`config.mk`:
```
export PLATFORM = sky130hd
export DESIGN_NAME = script_token_scanner_top
export DESIGN_NICKNAME = d
export VERILOG_FILES = /design/src/sv/sts_pkg.sv /design/src/sv/sts_front.sv /design/src/sv/sts_fifo.sv /design/src/sv/sts_back.sv /design/src/sv/script_token_scanner_top.sv
export SDC_FILE = /design/constraint.sdc
export NUM_CORES = 1
export LEC_CHECK = 0
export ABC_CLOCK_PERIOD_IN_PS = 3800
export BUFFER_PORTS_ARGS = -buffer_cell sky130_fd_sc_hd__buf_2
export CAP_MARGIN = 20
export CORE_AREA = 3 3 195 197
export DETAILED_ROUTE_END_ITERATION = 6
export DIE_AREA = 0 0 198 200
export HOLD_SLACK_MARGIN = 0.05
export PLACE_DENSITY = 0.68
export SYNTH_ARGS = -nofsm -noshare
export SYNTH_HDL_FRONTEND = slang
export SYNTH_SLANG_ARGS = --single-unit
```
`constraint.sdc`:
```
create_clock -name clk -period 3.8 [get_ports clk]
set_input_delay 0.19 -clock clk [delete_from_list [all_inputs] [get_ports clk]]
set_output_delay 0.19 -clock clk [all_outputs]
set_load 0.01 [all_outputs]
```
`src/sv/sts_pkg.sv`:
```
// Shared types, token kind codes and character helpers for the script token scanner.
`default_nettype none

package sts_pkg;

  // Token kind codes.
  localparam logic [4:0] K_END    = 5'd0;
  localparam logic [4:0] K_IDENT  = 5'd1;
  localparam logic [4:0] K_INT    = 5'd2;
  localparam logic [4:0] K_IF     = 5'd3;
  localparam logic [4:0] K_THEN   = 5'd4;
  localparam logic [4:0] K_ENDIF  = 5'd5;
  localparam logic [4:0] K_DEF    = 5'd6;
  localparam logic [4:0] K_PLUS   = 5'd7;
  localparam logic [4:0] K_MINUS  = 5'd8;
  localparam logic [4:0] K_STAR   = 5'd9;
  localparam logic [4:0] K_SLASH  = 5'd10;
  localparam logic [4:0] K_PCT    = 5'd11;
  localparam logic [4:0] K_ASSIGN = 5'd12;
  localparam logic [4:0] K_ARROW  = 5'd13;
  localparam logic [4:0] K_LPAREN = 5'd14;
  localparam logic [4:0] K_RPAREN = 5'd15;
  localparam logic [4:0] K_LBRACK = 5'd16;
  localparam logic [4:0] K_RBRACK = 5'd17;
  localparam logic [4:0] K_NEWLN  = 5'd18;
  localparam logic [4:0] K_COMMA  = 5'd19;
  localparam logic [4:0] K_QUEST  = 5'd20;
  localparam logic [4:0] K_COLON  = 5'd21;
  localparam logic [4:0] K_DOT    = 5'd22;
  localparam logic [4:0] K_ERROR  = 5'd23;

  // Token queue geometry.
  localparam int QDEPTH = 4;
  localparam int QPTR_W = $clog2(QDEPTH);

  // Queue status seen by the front and back ends.
  typedef struct packed {
    logic empty;
    logic full;
  } q_sts_t;

  // Letters and underscore start or continue a word.
  function automatic logic is_letter(input logic [7:0] c);
    is_letter = (c >= 8'h41 && c <= 8'h5A) || (c >= 8'h61 && c <= 8'h7A) || (c == 8'h5F);
  endfunction

  function automatic logic is_digit(input logic [7:0] c);
    is_digit = (c >= 8'h30 && c <= 8'h39);
  endfunction

  // Single-character tokens; K_END means the byte is not one.
  function automatic logic [4:0] op_kind(input logic [7:0] c);
    case (c)
      8'h2B:   op_kind = K_PLUS;
      8'h2D:   op_kind = K_MINUS;
      8'h2A:   op_kind = K_STAR;
      8'h2F:   op_kind = K_SLASH;
      8'h25:   op_kind = K_PCT;
      8'h28:   op_kind = K_LPAREN;
      8'h29:   op_kind = K_RPAREN;
      8'h5B:   op_kind = K_LBRACK;
      8'h5D:   op_kind = K_RBRACK;
      8'h0A:   op_kind = K_NEWLN;
      8'h2C:   op_kind = K_COMMA;
      8'h3F:   op_kind = K_QUEST;
      8'h3A:   op_kind = K_COLON;
      8'h2E:   op_kind = K_DOT;
      default: op_kind = K_END;
    endcase
  endfunction

endpackage

`default_nettype wire

```
`src/sv/sts_front.sv`:
```
// Front end: accepts source bytes, tracks scan state and forms up to two tokens per byte.
`default_nettype none

module sts_front #(
  parameter int OFFSET_BITS = 16,
  parameter int TOK_W = 5 + 2 * OFFSET_BITS
) (
  input  wire logic               clk,
  input  wire logic               rst_n,
  input  wire logic               in_valid,
  output logic                    in_stall,
  input  wire logic [7:0]         in_ch,
  input  wire sts_pkg::q_sts_t    q_sts,
  output logic                    push,
  output logic [2*TOK_W:0]        push_entry
);

  // Scan modes.
  localparam logic [2:0] MODE_IDLE    = 3'd0;
  localparam logic [2:0] MODE_WORD    = 3'd1;
  localparam logic [2:0] MODE_NUM     = 3'd2;
  localparam logic [2:0] MODE_COMMENT = 3'd3;
  localparam logic [2:0] MODE_EQ      = 3'd4;

  localparam logic [OFFSET_BITS-1:0] ONE = OFFSET_BITS'(1);

  logic [2:0]             mode_r, mode_nxt;
  logic [OFFSET_BITS-1:0] start_r, start_nxt;
  logic [OFFSET_BITS-1:0] pos_r, pos_nxt;
  logic [39:0]            prefix_r, prefix_nxt;
  logic [2:0]             len_r, len_nxt;

  logic                   accept;
  logic                   do_idle;
  logic [7:0]             c;
  logic [4:0]             opk;
  logic [4:0]             wkind;

  // Closing token of an open multi-byte token, and token of the byte itself.
  logic                   ct_v, it_v;
  logic [4:0]             ct_k, it_k;
  logic [OFFSET_BITS-1:0] ct_b, ct_e, it_b, it_e;
  logic [TOK_W-1:0]       ct_tok, it_tok;

  assign c        = in_ch;
  assign in_stall = q_sts.full;
  assign accept   = in_valid & ~q_sts.full;
  assign opk      = sts_pkg::op_kind(c);

  // Keyword match on the stored word prefix.
  always_comb begin
    if (len_r == 3'd2 && prefix_r == 40'h6966) begin
      wkind = sts_pkg::K_IF;
    end else if (len_r == 3'd4 && prefix_r == 40'h7468656E) begin
      wkind = sts_pkg::K_THEN;
    end else if (len_r == 3'd5 && prefix_r == 40'h656E646966) begin
      wkind = sts_pkg::K_ENDIF;
    end else if (len_r == 3'd3 && prefix_r == 40'h646566) begin
      wkind = sts_pkg::K_DEF;
    end else begin
      wkind = sts_pkg::K_IDENT;
    end
  end

  // Next scan state and emitted tokens for the current byte.
  always_comb begin
    mode_nxt   = mode_r;
    start_nxt  = start_r;
    pos_nxt    = pos_r;
    prefix_nxt = prefix_r;
    len_nxt    = len_r;
    do_idle    = 1'b0;
    ct_v = 1'b0; ct_k = sts_pkg::K_END; ct_b = start_r; ct_e = pos_r;
    it_v = 1'b0; it_k = sts_pkg::K_END; it_b = pos_r;   it_e = pos_r;

    unique case (mode_r)
      MODE_WORD: begin
        if (sts_pkg::is_letter(c) || sts_pkg::is_digit(c)) begin
          if (len_r < 3'd5) begin
            prefix_nxt = {prefix_r[31:0], c};
          end
          if (len_r < 3'd6) begin
            len_nxt = len_r + 3'd1;
          end
          pos_nxt = pos_r + ONE;
        end else begin
          ct_v       = 1'b1;
          ct_k       = wkind;
          prefix_nxt = '0;
          len_nxt    = '0;
          do_idle    = 1'b1;
        end
      end
      MODE_NUM: begin
        if (sts_pkg::is_digit(c)) begin
          pos_nxt = pos_r + ONE;
        end else begin
          ct_v    = 1'b1;
          ct_k    = sts_pkg::K_INT;
          do_idle = 1'b1;
        end
      end
      MODE_COMMENT: begin
        if (c == 8'h0A || c == 8'h00) begin
          do_idle = 1'b1;
        end else begin
          pos_nxt = pos_r + ONE;
        end
      end
      MODE_EQ: begin
        ct_v = 1'b1;
        if (c == 8'h3E) begin
          ct_k     = sts_pkg::K_ARROW;
          ct_e     = pos_r + ONE;
          mode_nxt = MODE_IDLE;
          pos_nxt  = pos_r + ONE;
        end else begin
          ct_k    = sts_pkg::K_ASSIGN;
          ct_e    = start_r + ONE;
          do_idle = 1'b1;
        end
      end
      default: begin
        do_idle = 1'b1;
      end
    endcase

    // Handling of a byte seen between tokens.
    if (do_idle) begin
      mode_nxt = MODE_IDLE;
      if (c == 8'h20 || c == 8'h09 || c == 8'h0D) begin
        pos_nxt = pos_r + ONE;
      end else if (c == 8'h23) begin
        mode_nxt = MODE_COMMENT;
        pos_nxt  = pos_r + ONE;
      end else if (c == 8'h00) begin
        it_v       = 1'b1;
        it_k       = sts_pkg::K_END;
        pos_nxt    = '0;
        start_nxt  = '0;
        prefix_nxt = '0;
        len_nxt    = '0;
      end else if (sts_pkg::is_letter(c)) begin
        start_nxt  = pos_r;
        prefix_nxt = {32'd0, c};
        len_nxt    = 3'd1;
        mode_nxt   = MODE_WORD;
        pos_nxt    = pos_r + ONE;
      end else if (sts_pkg::is_digit(c)) begin
        start_nxt = pos_r;
        mode_nxt  = MODE_NUM;
        pos_nxt   = pos_r + ONE;
      end else if (c == 8'h3D) begin
        start_nxt = pos_r;
        mode_nxt  = MODE_EQ;
        pos_nxt   = pos_r + ONE;
      end else begin
        it_v    = 1'b1;
        it_k    = (opk != sts_pkg::K_END) ? opk : sts_pkg::K_ERROR;
        it_e    = pos_r + ONE;
        pos_nxt = pos_r + ONE;
      end
    end
  end

  // Pack the queue entry: pair flag, first token, second token.
  assign ct_tok = {ct_k, ct_b, ct_e};
  assign it_tok = {it_k, it_b, it_e};
  assign push   = accept & (ct_v | it_v);
  assign push_entry = ct_v ? {it_tok, ct_tok, it_v} : {it_tok, it_tok, 1'b0};

  // Scan state registers.
  always_ff @(posedge clk) begin
    if (!rst_n) begin
      mode_r   <= MODE_IDLE;
      start_r  <= '0;
      pos_r    <= '0;
      prefix_r <= '0;
      len_r    <= '0;
    end else if (accept) begin
      mode_r   <= mode_nxt;
      start_r  <= start_nxt;
      pos_r    <= pos_nxt;
      prefix_r <= prefix_nxt;
      len_r    <= len_nxt;
    end
  end

endmodule

`default_nettype wire

```
`src/sv/sts_fifo.sv`:
```
// Short token queue between the scanner front end and the output back end.
`default_nettype none

module sts_fifo #(
  parameter int WIDTH = 75
) (
  input  wire logic             clk,
  input  wire logic             rst_n,
  input  wire logic             push,
  input  wire logic [WIDTH-1:0] push_data,
  input  wire logic             pop,
  output logic [WIDTH-1:0]      head,
  output sts_pkg::q_sts_t       sts
);

  logic [WIDTH-1:0]          mem_r [sts_pkg::QDEPTH];
  logic [sts_pkg::QPTR_W-1:0] wr_ptr_r, rd_ptr_r;
  logic [sts_pkg::QPTR_W:0]   cnt_r, cnt_nxt;
  logic                       do_push, do_pop;

  assign sts.empty = (cnt_r == '0);
  assign sts.full  = (cnt_r == (sts_pkg::QPTR_W + 1)'(sts_pkg::QDEPTH));
  assign do_push   = push & ~sts.full;
  assign do_pop    = pop & ~sts.empty;
  assign head      = mem_r[rd_ptr_r];

  // Occupancy follows pushes and pops.
  always_comb begin
    cnt_nxt = cnt_r;
    if (do_push && !do_pop) begin
      cnt_nxt = cnt_r + (sts_pkg::QPTR_W + 1)'(1);
    end else if (do_pop && !do_push) begin
      cnt_nxt = cnt_r - (sts_pkg::QPTR_W + 1)'(1);
    end
  end

  // Pointers and count.
  always_ff @(posedge clk) begin
    if (!rst_n) begin
      wr_ptr_r <= '0;
      rd_ptr_r <= '0;
      cnt_r    <= '0;
    end else begin
      cnt_r <= cnt_nxt;
      if (do_push) begin
        wr_ptr_r <= wr_ptr_r + sts_pkg::QPTR_W'(1);
      end
      if (do_pop) begin
        rd_ptr_r <= rd_ptr_r + sts_pkg::QPTR_W'(1);
      end
    end
  end

  // Entry storage.
  always_ff @(posedge clk) begin
    if (do_push) begin
      mem_r[wr_ptr_r] <= push_data;
    end
  end

endmodule

`default_nettype wire

```
`src/sv/sts_back.sv`:
```
// Back end: splits queued token pairs into single output transactions with a last flag.
`default_nettype none

module sts_back #(
  parameter int OFFSET_BITS = 16,
  parameter int TOK_W = 5 + 2 * OFFSET_BITS
) (
  input  wire logic                  clk,
  input  wire logic                  rst_n,
  input  wire logic [2*TOK_W:0]      head,
  input  wire sts_pkg::q_sts_t       q_sts,
  output logic                       pop,
  output logic                       out_valid,
  input  wire logic                  out_stall,
  output logic [4:0]                 out_kind,
  output logic [OFFSET_BITS-1:0]     out_begin_offset,
  output logic [OFFSET_BITS-1:0]     out_end_offset,
  output logic                       out_last
);

  logic                   valid_r;
  logic                   second_r;
  logic                   load;
  logic                   pair;
  logic [TOK_W-1:0]       tok0, tok1, sel;
  logic [4:0]             kind_r;
  logic [OFFSET_BITS-1:0] beg_r, end_r;
  logic                   last_r;

  assign pair = head[0];
  assign tok0 = head[TOK_W:1];
  assign tok1 = head[2*TOK_W:TOK_W+1];
  assign sel  = second_r ? tok1 : tok0;

  // Load the output register when it is free or being taken.
  assign load = ~q_sts.empty & (~valid_r | ~out_stall);
  assign pop  = load & (second_r | ~pair);

  always_ff @(posedge clk) begin
    if (!rst_n) begin
      valid_r  <= 1'b0;
      second_r <= 1'b0;
    end else begin
      if (load) begin
        valid_r  <= 1'b1;
        second_r <= ~second_r & pair;
      end else if (!out_stall) begin
        valid_r <= 1'b0;
      end
    end
  end

  // Output payload register.
  always_ff @(posedge clk) begin
    if (load) begin
      kind_r <= sel[TOK_W-1 -: 5];
      beg_r  <= sel[2*OFFSET_BITS-1 -: OFFSET_BITS];
      end_r  <= sel[OFFSET_BITS-1:0];
      last_r <= second_r | ~pair;
    end
  end

  assign out_valid        = valid_r;
  assign out_kind         = kind_r;
  assign out_begin_offset = beg_r;
  assign out_end_offset   = end_r;
  assign out_last         = last_r;

endmodule

`default_nettype wire

```
`src/sv/script_token_scanner_top.sv`:
```
// Top level of the script token scanner: front end, token queue and back end.
// A token is written into a queue entry when the byte that ends it is accepted, then loaded into the output register.
// Throughput: one byte per cycle while in_stall is low; the output port moves one token per cycle
// while out_stall is low, so a byte that closes one token and forms another holds the port for both.
// The four-entry token queue absorbs such bursts before in_stall rises.
// Reset (synchronous, rst_n low) returns the scanner to idle at offset zero and empties the queue.
`default_nettype none

module script_token_scanner_top #(
  parameter int OFFSET_BITS = 16
) (
  input  wire logic                   clk,
  input  wire logic                   rst_n,
  input  wire logic                   in_valid,
  output logic                        in_stall,
  input  wire logic [7:0]             in_ch,
  output logic                        out_valid,
  input  wire logic                   out_stall,
  output logic [4:0]                  out_kind,
  output logic [OFFSET_BITS-1:0]      out_begin_offset,
  output logic [OFFSET_BITS-1:0]      out_end_offset,
  output logic                        out_last
);

  localparam int TOK_W = 5 + 2 * OFFSET_BITS;

  sts_pkg::q_sts_t   q_sts;
  logic              push, pop;
  logic [2*TOK_W:0]  push_entry, head;

  sts_front #(.OFFSET_BITS(OFFSET_BITS), .TOK_W(TOK_W)) u_front (
    .clk        (clk),
    .rst_n      (rst_n),
    .in_valid   (in_valid),
    .in_stall   (in_stall),
    .in_ch      (in_ch),
    .q_sts      (q_sts),
    .push       (push),
    .push_entry (push_entry)
  );

  sts_fifo #(.WIDTH(2 * TOK_W + 1)) u_fifo (
    .clk       (clk),
    .rst_n     (rst_n),
    .push      (push),
    .push_data (push_entry),
    .pop       (pop),
    .head      (head),
    .sts       (q_sts)
  );

  sts_back #(.OFFSET_BITS(OFFSET_BITS), .TOK_W(TOK_W)) u_back (
    .clk              (clk),
    .rst_n            (rst_n),
    .head             (head),
    .q_sts            (q_sts),
    .pop              (pop),
    .out_valid        (out_valid),
    .out_stall        (out_stall),
    .out_kind         (out_kind),
    .out_begin_offset (out_begin_offset),
    .out_end_offset   (out_end_offset),
    .out_last         (out_last)
  );

  // The queue can never report full and empty together.
  a_q_sts: assert property (@(posedge clk) disable iff (!rst_n)
    !(q_sts.full && q_sts.empty))
    else $error("token queue reports full and empty together");

  // An end-of-stream token is always the final token of its byte.
  a_end_last: assert property (@(posedge clk) disable iff (!rst_n)
    (out_valid && out_kind == sts_pkg::K_END) |-> out_last)
    else $error("end token without last");

  // An end-of-stream token is empty.
  a_end_empty: assert property (@(posedge clk) disable iff (!rst_n)
    (out_valid && out_kind == sts_pkg::K_END) |-> (out_begin_offset == out_end_offset))
    else $error("end token with nonzero extent");

  // An error token covers exactly one byte.
  a_err_len: assert property (@(posedge clk) disable iff (!rst_n)
    (out_valid && out_kind == sts_pkg::K_ERROR) |->
      (out_end_offset == OFFSET_BITS'(out_begin_offset + OFFSET_BITS'(1))))
    else $error("error token does not cover one byte");

endmodule

`default_nettype wire
```
* Word level (Yosys, flattened, before mapping)
Memory sizes are Yosys's and may differ from the RTL's. A register that Yosys moved wholly into a read port is not among the register bits. Cells that the tools add are included. W data, S select, Z words.
Cells by class: $add $sub $neg 7, bitwise operators 18, mux-type cells 87, magnitude comparators 8, eq/ne operators 39, reduce and logical (&&, ||, !) cells 28
Operators by type and width (number):
- $mux W16 | 21
- $mux W40 | 8
- $eq A8 B6 Y1 const B | 15
- $pmux W5 S14 | 1
- $pmux W16 S4 | 1
- $mux W3 | 20
- $mux W5 | 12
- $eq A40 B15 Y1 const B | 1
- $eq A40 B23 Y1 const B | 1
- $eq A40 B31 Y1 const B | 1
- $eq A40 B39 Y1 const B | 1
- $mux W38 | 1
- $mux W37 | 1
- $add A16 B1 Y16 const B | 2
- $eq A8 B4 Y1 const B | 3
- $eq A8 B7 Y1 const B | 3
- $ge A8 B7 Y1 const B | 2
- $le A8 B7 Y1 const B | 2
- $mux W1 | 16
- $pmux W5 S3 | 1
- $eq A3 B2 Y1 const B | 4
- $eq A3 B3 Y1 const B | 4
- $reduce_bool A5 Y1 | 2
- $logic_and A1 B1 Y1 | 9
- other kinds (25) | 55
Storage, ports and cells: output and inout port bits 40, memories kept 1, logic and storage cells 202, flip-flop bits (word level) 125, RAM bits 300
Memory list:
- u_fifo.mem_r | depth 4, width 75, read ports 1, clocked after memory_dff 1, write ports 1, RTL line sts_fifo.sv:16 | logic [WIDTH-1:0] mem_r [sts_pkg::QDEPTH];

* Depth between registers and ports, before layout
depth after elaboration 16, gate-level depth with buffers 14, mapped depth without buffers 11

* Modules after synthesis
From an unflattened synthesis, not the netlist that was laid out.
Unflattened totals: cells, all modules 1294, area, all modules 18412.7 sq um
Modules (own cells, without submodules):
- sts_fifo | cells an instance 439, area each 11300.8 sq um, instances 1
- sts_front | cells an instance 766, area each 5434.0 sq um, instances 1
- sts_back | cells an instance 89, area each 1677.9 sq um, instances 1

* Worst setup path after synthesis
No wires, ideal clock.
path kind input port to flip-flop, start point input in_ch[0], end point memory u_fifo.mem_r[0][0] (enable), data arrival time 3.558 ns, setup slack -0.199 ns, setup time 0.442 ns, cell stages on the path 8, required time 3.358 ns, cell sequence buf_6 or4_1 o21ai_2 o21ai_1 nor4b_1 o21a_1 buf_2 and2_1
On the way: word-level cells in the longest chain between the ends 14
Ends and longest elaborated chain:
- from (decl) | RTL line script_token_scanner_top.sv:16 | input wire logic [7:0] in_ch,
- $ge A8 B7 Y1 or $le A8 B7 Y1 (tied branches) | RTL line sts_pkg.sv:44 | is_letter = (c >= 8'h41 && c <= 8'h5A) || (c >= 8'h61 && c <= 8'h7A) || (c == 8'h5F);
- $logic_and A1 B1 Y1 | RTL line sts_pkg.sv:44
- $logic_or A1 B1 Y1 (2 in a row) | RTL line sts_pkg.sv:44
- $mux W1 | RTL line sts_front.sv:143 | end else if (sts_pkg::is_letter(c)) begin
- $mux W1 | RTL line sts_front.sv:136 | end else if (c == 8'h00) begin
- $mux W1 | RTL line sts_front.sv:133 | end else if (c == 8'h23) begin
- $mux W1 | RTL line sts_front.sv:131 | if (c == 8'h20 || c == 8'h09 || c == 8'h0D) begin
- $mux W1 | RTL line sts_front.sv:129 | if (do_idle) begin
- $or A1 B1 Y1 * | RTL line sts_front.sv:169 | assign push = accept & (ct_v | it_v);
- $and A1 B1 Y1 * | RTL line sts_front.sv:169
- $and A1 B1 Y1 * | RTL line sts_fifo.sv:23 | assign do_push = push & ~sts.full;
- via u_fifo.do_push | RTL line sts_fifo.sv:19 | logic do_push, do_pop;
- $mux W1 * | RTL line sts_fifo.sv:56 | if (do_push) begin
- $mux W1 (not written as such) * | RTL line sts_fifo.sv:57 | mem_r[wr_ptr_r] <= push_data;
- to (decl) | RTL line sts_fifo.sv:16
Mark *: on every way through the listed nets, which the timed path passes. The rest lies on a longest branch.

* Final worst setup path
start point input in_ch[1], end point register u_fifo.cnt_r[2] (netlist bit)
On the way: word-level cells in the longest chain between the ends 15
Ends and longest elaborated chain:
- $ge A8 B7 Y1 or $le A8 B7 Y1 (tied branches) | RTL line sts_pkg.sv:44
- $logic_and A1 B1 Y1 | RTL line sts_pkg.sv:44
- $logic_or A1 B1 Y1 (2 in a row) | RTL line sts_pkg.sv:44
- $mux W1 | RTL line sts_front.sv:143
- $mux W1 | RTL line sts_front.sv:136
- $mux W1 | RTL line sts_front.sv:133
- $mux W1 | RTL line sts_front.sv:131
- $mux W1 | RTL line sts_front.sv:129
- $or A1 B1 Y1 * | RTL line sts_front.sv:169
- $and A1 B1 Y1 * | RTL line sts_front.sv:169
- $and A1 B1 Y1 * | RTL line sts_fifo.sv:23
- $logic_not A1 Y1 | RTL line sts_fifo.sv:32 | end else if (do_pop && !do_push) begin
- $logic_and A1 B1 Y1 | RTL line sts_fifo.sv:32
- $reduce_bool A2 Y1 (no line)
- to (signal assigned) | RTL line sts_fifo.sv:44 | cnt_r <= cnt_nxt;
- to (decl) | RTL line sts_fifo.sv:18 | logic [sts_pkg::QPTR_W:0] cnt_r, cnt_nxt;
Mark *: on every way between the ends. The rest lies on a longest branch, timed or not. A chain may end at the register's enable or synchronous reset.

==> impl_results.md <==
- CTS Hold Bufs: 5
- Layout cells sized above 1: 22.9%
- Detailed Routing Iterations Pass 1: 5
- CTS clk-pin slew, worst paths: 60 ps
- Outcome: finished clean
- Die area: 39600 um^2
- Pwr Density: 645 nW/um^2
- Clk Latency, worst-skew pair: 560 ps
- Critical path peak fanout: 9
- CORE AREA: 36400 um^2
- GPL Wtd Cong: 0.936
- Postcts setup bufs: 0
- R2r worst-path depth: 8
- Area Growth Syn to Fin: 12.8%
- Fmax: 0.311 GHz
- Most frequent cells in the layout: edfxtp_1 (338), nand2_1 (104), dfxtp_1 (86), nor2_1 (79), mux4_2 (75)
- Sequential area share after synthesis: 65.5%
- Skew final: 18.7 ps
- Htree depth: 2
- Area contributors post-synth: edfxtp_1 (56%), dfxtp_1 (9.8%), mux4_2 (9.3%), a22o_1 (2.5%), mux2_2 (2.3%)
- Reg-to-Reg Start: u_front.it_b[0]
- Post-synth top area share: 55.7%
- Initial antenna violation count: 1
- Placed inst area: 19100 um^2
- Critical path's largest stage delay: 550 ps
- Vias in the first global route: 10900
- FF-to-FF End: u_fifo.mem_r[3][12]
- Most common cell after layout, fill and taps aside: edfxtp_1
- Largest net degree at the start of global routing: 75
- Worst hold path class: in2reg
- Max_slew headroom: 45.8%
- CTS Buffer Depth: 3
- Main synth FF type: edfxtp_1
- Final wirelength: 40.3 mm
- Post-synth EDFFs: 338
- Hold Path Cell Cnt: 3
- Via count: 10900
- Period utilization: 84.6%
- CP startpoint kind: input pin
- Residual DRC: 0
- WL met1: 16.6 mm
- Core Util, Final: 56.4%
- Distinct cells, synth: 79
- CTS tree: done
- Rows: 70
- CTS buffer count: 43
- # setup viols final: 0
- Final Power: 13300 uW
- Clock Tree Root: clkbuf_16
- Final #Nets: 1328
- Crit path time final: 3220 ps
- Global-route usage over all layers: 20.6%
- Hold Startpoint: in_ch[6]
- Antenna-violating nets left: 0
- Internal Pwr Total: 9700 uW
- Sequential power share: 46.1%
- Initial core utilization: 50.0%
- Worst Path Class, Setup: in2reg
- Hold endpoint: u_front.prefix_r[6]
- Met2 WL: 20.4 mm
- Cell Chain, Critical Path: dlygate4sd3_1, buf_2, or4_1, o21ai_2, o21ai_1, nor4b_1, o21a_1, ha_1, inv_1, fa_1, xor2_1, or3_1, a21oi_1
- Critical Path RT: 4280 ps
- Clock share of power: 30.9%
- Ports: 52
- Slew Viols, Final: 0
- Total grt overflow: 0
- Clock sinks: 427
- Ys async rst share: 0%
- Net Sw Power: 3570 uW
- Cell taking the most area after synthesis: edfxtp_1
- Die height: 200 um
- Setup TNS: 0 ps
- Final Hold Viols: 0
- WP data arrival: 3690 ps
- CP max stage cell: or4_1
- First DRT Iteration DRCs: 1031
- Largest family of logic cells by synthesized area: multiplexers
- Post-Synth XOR/XNOR Area: 1.63%
- Cells after Synth: 1238
- Top sig layer: met4
- Cell Area, Synth: 18200 um^2
- Post-Synth Simple-Gate Area: 9.26%
- Compound-gate portion of the synthesized area: 8.56%
- Post_cts resized: 0
- Logic pwr share: 23.1%
- Seq cells post-synth: 427
- Unrepaired setup endpoints after global routing: false
- Hpwl dp: 25.3 mm
- Syn_nets: 1263
- Vias/cell: 6.02
- R2r setup slk: 670 ps
- Max-cap violations: 0
- Die Width: 198 um
- Met3 wire length: 2.36 mm
- Synthesized-area fraction occupied by adder cells: 0.934%
- Slew @ Worst Pin: 811 ps
- First-pass GRT wire length: 62.7 mm
- Syn. warnings: 0
- Critical Path Sink Type: flip-flop
- Lkg Pwr: 0.00694 uW
- DR WL/cell: 22.3 um
- Port bufs: 51
- Syn avg cell area: 14.7 um^2
- Mux contribution to synthesized area: 11.8%
- Max VDD drop: 0.000345 V
- Design Area, Final: 20600 um^2
- Switching share of power: 26.9%
## cells by family (layout without fill, tap and decap cells)
group                    count (synthesis)  in the layout
flip-flops                             427            427
AND/OR/NAND/NOR                        332            332
AO/OA/AOI/OAI                          216            216
multiplexers                           117            117
buffers and inverters                   99            196
XOR/XNOR                                34             34
adder cells (fa/ha/maj)                 13             13
other                                    0              1
## synth_stat cells, drive strengths merged, types with 28 or more instances
| library cell | instances |
|---|---|
| mux4 | 75 |
| nand3 | 30 |
| edfxtp | 338 |
| nor3 | 28 |
| a22o | 53 |
| clkbuf | 57 |
| mux2 | 38 |
| dfxtp | 89 |
| nor2 | 80 |
| nand2 | 104 |
| a21oi | 46 |
| o21ai | 43 |
## routing by layer
layer,vias to the layer above,GRT usage (%)
met3,61,3.84
met5,-,0
met2,343,35.1
met1,5514,27.4
met4,0,5.98
li1,4946,-
## power groups by stage
| stage | clock network [uW] | registers (uW) | logic, uW |
|---|---|---|---|
| CTS | 4190 | 6120 | 3130 |
| floorplan | 0 | 6270 | 2040 |
| global route | 4380 | 6170 | 3330 |
| detailed placement | 0 | 6210 | 3120 |
| finish | 4090 | 6110 | 3060 |
| global placement | 0 | 6180 | 3090 |
## registers in the layout, summed over array words and instances, names as in the netlist, named ones only
signal                   cells
u_back.out_kind              5
u_front.it_b                16
u_front.prefix_r            40
u_back.out_valid             1
u_fifo.rd_ptr_r              2
u_fifo.wr_ptr_r              2
u_fifo.cnt_r                 3
u_fifo.mem_r               300
u_front.ct_b                16
u_back.out_begin_offset     16
u_back.second_r              1
u_front.mode_r               3
u_front.len_r                3
u_back.out_end_offset       16
u_back.out_last              1
## layout make-up
cell class	count	area [um^2]
Antenna cell	1	2.50
Clock buffer	63	1220
Clock inverter	14	146
Fill cell	2874	15900
Inverter	20	75.1
Multi-Input combinational cell	712	5900
Sequential cell	427	11900
Tap cell	468	586
Timing Repair Buffer	99	691
## through the flow
step	hold WS, ps	instances	worst slack, ps
after floorplan	308	1238	624
after global placement	461	1721	609
after detailed placement	460	1721	575
after CTS	87.5	1803	618
after global routing	103	1804	423
final	114	1804	585
## how the worst max path moves through the flow
| stage | slack [ps] | end | startpoint | cells past startpoint |
|---|---|---|---|---|
| finish | 580 | u_fifo.cnt_r[2] | in_ch[1] | 13 |
| global route | 420 | u_fifo.cnt_r[2] | in_ch[1] | 13 |
| CTS | 620 | u_fifo.cnt_r[2] | in_ch[1] | 13 |
| detailed placement | 570 | u_fifo.cnt_r[2] | in_ch[3] | 12 |
| global placement | 610 | u_fifo.cnt_r[2] | in_ch[3] | 12 |
| floorplan | 620 | u_fifo.mem_r[0][0] | in_ch[0] | 8 |
## worst max-delay path: cells and delay by family
family / cells / cell delay, ps
and+or+nand+nor: 3 / 1230
adders and majority gates: 2 / 610
xor gates and xnor gates: 1 / 160
AOI/OAI and AO/OA: 4 / 730
buffers and inverters: 3 / 760
Power figures use the tool's default switching activity.
